--- src/hw/rtl/fkvc_pkg.sv ---
// Package for the FIFO-replacement key-value cache.
// Holds sizes, the command code and the controller/datapath interface structs.
// No dependencies.
package fkvc_pkg;

  localparam int DEPTH    = 64;
  localparam int KEY_BITS = 64;

  localparam int SLOT_W  = (DEPTH > 1) ? $clog2(DEPTH) : 1;
  localparam int COUNT_W = $clog2(DEPTH + 1);
  localparam int CAP_W   = 7;
  localparam int KEY_W   = 64;
  localparam int VAL_W   = 32;

  localparam logic [CAP_W-1:0] CAP_RESET  = CAP_W'(64);
  localparam logic signed [VAL_W-1:0] MISS_VALUE = -32'sd1;

  typedef enum logic {
    CMD_GET = 1'b0,
    CMD_PUT = 1'b1
  } command_e;

  typedef struct packed {
    logic start;
    logic issue;
    logic finish;
    logic load_out;
  } dp_cmd_t;

  typedef struct packed {
    logic match;
    logic exhausted;
    logic out_free;
  } dp_stat_t;

endpackage

--- src/hw/rtl/fkvc_ctrl.sv ---
// Controller of the key-value cache: accept, scan held entries, finish, hand off.
// Uses fkvc_pkg.
module fkvc_ctrl
  import fkvc_pkg::*;
(
  input  logic     clk_i,
  input  logic     rst_ni,
  input  logic     in_valid_i,
  output logic     in_ready_o,
  input  dp_stat_t stat_i,
  output dp_cmd_t  cmd_o
);

  typedef enum logic [1:0] {
    ST_IDLE,
    ST_SEARCH,
    ST_FINISH
  } state_e;

  state_e state_q, state_d;

  always_comb begin
    state_d = state_q;
    cmd_o   = '0;
    unique case (state_q)
      ST_IDLE: begin
        if (in_valid_i) begin
          cmd_o.start = 1'b1;
          state_d     = ST_SEARCH;
        end
      end
      ST_SEARCH: begin
        if (stat_i.match || stat_i.exhausted) begin
          cmd_o.finish = 1'b1;
          state_d      = ST_FINISH;
        end else begin
          cmd_o.issue = 1'b1;
        end
      end
      ST_FINISH: begin
        if (stat_i.out_free) begin
          cmd_o.load_out = 1'b1;
          state_d        = ST_IDLE;
        end
      end
      default: state_d = ST_IDLE;
    endcase
  end

  always_ff @(posedge clk_i or negedge rst_ni) begin
    if (!rst_ni) begin
      state_q <= ST_IDLE;
    end else begin
      state_q <= state_d;
    end
  end

  assign in_ready_o = (state_q == ST_IDLE);

endmodule

--- config.mk ---
export PLATFORM = sky130hd
export DESIGN_NAME = fkvc_ctrl
export DESIGN_NICKNAME = d
export VERILOG_FILES = /design/src/hw/rtl/fkvc_pkg.sv /design/src/hw/rtl/fkvc_ctrl.sv
export SDC_FILE = /design/constraint.sdc
export NUM_CORES = 1
export LEC_CHECK = 0
export ABC_CLOCK_PERIOD_IN_PS = 1800
export BUFFER_PORTS_ARGS = -buffer_cell sky130_fd_sc_hd__buf_2
export CAP_MARGIN = 20
export CELL_PAD_IN_SITES_DETAIL_PLACEMENT = 1
export CELL_PAD_IN_SITES_GLOBAL_PLACEMENT = 1
export CORE_AREA = 2 2 39 41
export DETAILED_ROUTE_END_ITERATION = 7
export DIE_AREA = 0 0 41 43
export PLACE_DENSITY = 0.38
export SKIP_CTS_REPAIR_TIMING = 1
export SYNTH_ARGS = -nofsm -noshare
export SYNTH_HDL_FRONTEND = slang
export SYNTH_SLANG_ARGS = --single-unit
--- constraint.sdc ---
create_clock -name clk_i -period 1.8 [get_ports clk_i]
set_input_delay 0.09 -clock clk_i [delete_from_list [all_inputs] [get_ports clk_i]]
set_output_delay 0.09 -clock clk_i [all_outputs]
set_load 0.005 [all_outputs]
==> impl_metrics.yaml <==
grt:
  grt.overflow.total: 0
  antenna_found_initial: 0
  grt_pass1_vias: 166
  grt_max_degree: 7
  grt_pass1_wl_um: 545
  grt_usage_pct: 4.920
yosys:
  synth_cells: 13
  ys_types: 9
  syn_avg_cell_area_um2: 9.240
  synth-edff-count: 0
  yosys.area.top_type: "dfrtp_1"
  synth-seq-area-share_pct: 41.67
  syn_nets: 19
  yosysMostFrequentCell: "nor2_1"
  ys_ff_latch: 2
  synth_top_area_share_pct: 41.67
  synth_commonest_cells: "nor2_1 (4), dfrtp_1 (2)"
  yosysWarnings: 0
  synthesis.area_um2: 120.1
  async_flop_share_pct: 100.0
  ys_top_cells_by_area: "dfrtp_1 (42%), nor2_1 (13%), nor3b_2 (10%), a31o_1 (7.3%), nand2b_2 (7.3%)"
  postSynth.topFlopCell: "dfrtp_1"
layout:
  largest-register: "state_q"
  antenna_cells: 0
  final_net_count: 35
  largest_reg_flops: 2
  fillers: 174
  reg_top3: "state_q (2)"
  syn2layout_area_growth_pct: 85.42
  finish.cell_count_without_fillers: 43
  drive_gt1_share_pct: 55.56
cts:
  clk_latency_ns: 0.22
  tritoncts: "built"
  clockRootBuffer: "clkbuf_4"
  cts_made_buffers: 3
  clkTransAtPathRegs_ns: 0.03
  ctsHtreeMaxLevel: 1
  numClockSinks: 2
  clock_path_buffers: 2
power_and_ir_drop:
  ir_drop_uv: 254.1
  swShare_pct: 34.36
  clkPwrFrac_pct: 32.4
  internal-power_w: 0.0001970
  powerDensity_nw_per_um2: 1348
  power_leakage_nw: 0.1117
  p_comb_share_pct: 36.6
  power.switching_w: 0.0001031
  seq_power_share_pct: 31.0
worst_setup_path:
  arrival_ns: 1.11
  end_kind: "output port"
  start_kind: "flip-flop"
  worstRegToRegCells: 2
  crit_chain: "nand2b_2 > nor3_1 > buf_2"
  cp_max_fo: 5
  reg2reg_to: "state_q[1]"
  r2r_slack_ns: 0.92
  crit_buf_inv: 1
  crit_required_ns: 1.71
  path_class: "reg -> out"
  crit_path_top_delay_cell: "dfrtp_1"
  r2r-start: "state_q[1]"
  critPathMaxStageDelay_ns: 0.41
  crit_family: "flip-flops"
floorplanning:
  die_w_um: 41
  die_h_um: 43
  core_um2: 1384
  die_area_um2: 1763
  rows: 14
  start_util_pct: 8.680
  pin_count: 11
route:
  wirelength_um: 352
  vias_per_cell: 3.372
  drtPass1Iterations: 1
  ant_nets: 0
  vias: 145
  dr.first_iter.drc_count: 0
  wl_per_cell_um: 8.186
  drcViolationCount: 0
sta:
  tns_ns: 0
  hold_slack_ns: 0.1604
  final-max-slew-violation-count: 0
  worst_pin_slew_ns: 0.2148
  slew_headroom_pct: 85.68
  rsz0062_at_grt: "false"
  finalCritPeriodShare_pct: 66.69
  hold_viol_final: 0
  fmax_mhz: 833.1
  fin_crit_ns: 1.200
  setup_viol: 0
  clock_skew_ns: 0.0001880
placement:
  port_buffers: 10
  gp_congestion: 0.5027
  dp.cells: 39
worst_hold_path:
  hold_depth: 3
  holdCritStartpoint: "stat_i[0]"
  holdPathEnd: "state_q[1]"
  holdCritPathClass: "in -> reg"
flow_run:
  cap_violations: 0
run_status:
  status: "finished clean"
## per-layer routing
metal	track usage [%]	share of wire, %
met5	0	0
met4	6.000	0
met3	1.571	18
met2	6.250	38
met1	5.466	44
## tightest hold or removal path, stage by stage
cell and delay, ns:
buf_2 0.09, nor2_1 0.03, o2bb2ai_1 0.12
## cell families after synthesis
family          after synthesis  share of synthesized area [%]
buf+inv                       1                          3.122
simple gates                  8                          40.62
flops                         2                          41.67
compound gates                2                          14.59
## power by group through the flow
| stage | logic (W) | registers, W | clock network [W] |
|---|---|---|---|
| CTS | 0.000111 | 0.0000936 | 0.000106 |
| global route | 0.000127 | 0.0000980 | 0.000104 |
| detailed placement | 0.000110 | 0.0000940 | 0 |
| floorplan | 0.0000615 | 0.0000875 | 0 |
| finish | 0.000110 | 0.0000930 | 0.0000973 |
| global placement | 0.000109 | 0.0000916 | 0 |
## worst max-delay path by stage
stage                          start        to  slack [ns]  cells after the start
final                     state_q[1]  cmd_o[2]        0.60                      3
after global routing      state_q[1]  cmd_o[2]        0.53                      3
after CTS                 state_q[1]  cmd_o[2]        0.57                      3
after detailed placement  state_q[1]  cmd_o[2]        0.82                      3
after global placement    state_q[1]  cmd_o[2]        0.85                      3
after floorplan           state_q[1]  cmd_o[2]        0.95                      2
## cells in the final DEF, fill, tap and decap left out
master	synthesis	final
buf_2	0	10
nor2_1	4	4
clkbuf_4	0	3
dfrtp_1	2	2
nand2b_2	1	1
nor3_1	1	1
inv_1	1	1
nor3b_1	1	1
nor3b_2	1	1
a31o_1	1	1
o2bb2ai_1	1	1
dlygate4sd3_1	0	1
## cell type report
cell class	instances	area [µm²]	share of cell area, %
inverter	1	3.754	1.685
timing repair buffer	11	60.06	26.97
multi-input combinational	10	66.31	29.78
sequential	2	50.05	22.47
tap	16	20.02	8.989
clock buffer	3	22.52	10.11
## through the flow
stage               power (W)  setup WS (ns)  instance area (µm²)  util [%]
finish              0.0003001         0.5997                222.7     16.09
global route        0.0003290         0.5288                222.7     16.09
CTS                 0.0003106         0.5739                212.7     15.37
detailed placement  0.0002044         0.8191                190.2     13.74
global placement    0.0002001         0.8487                190.2     13.74
floorplan           0.0001489         0.9550                120.1         -
No activity file was read; power rests on OpenSTA's default activity.
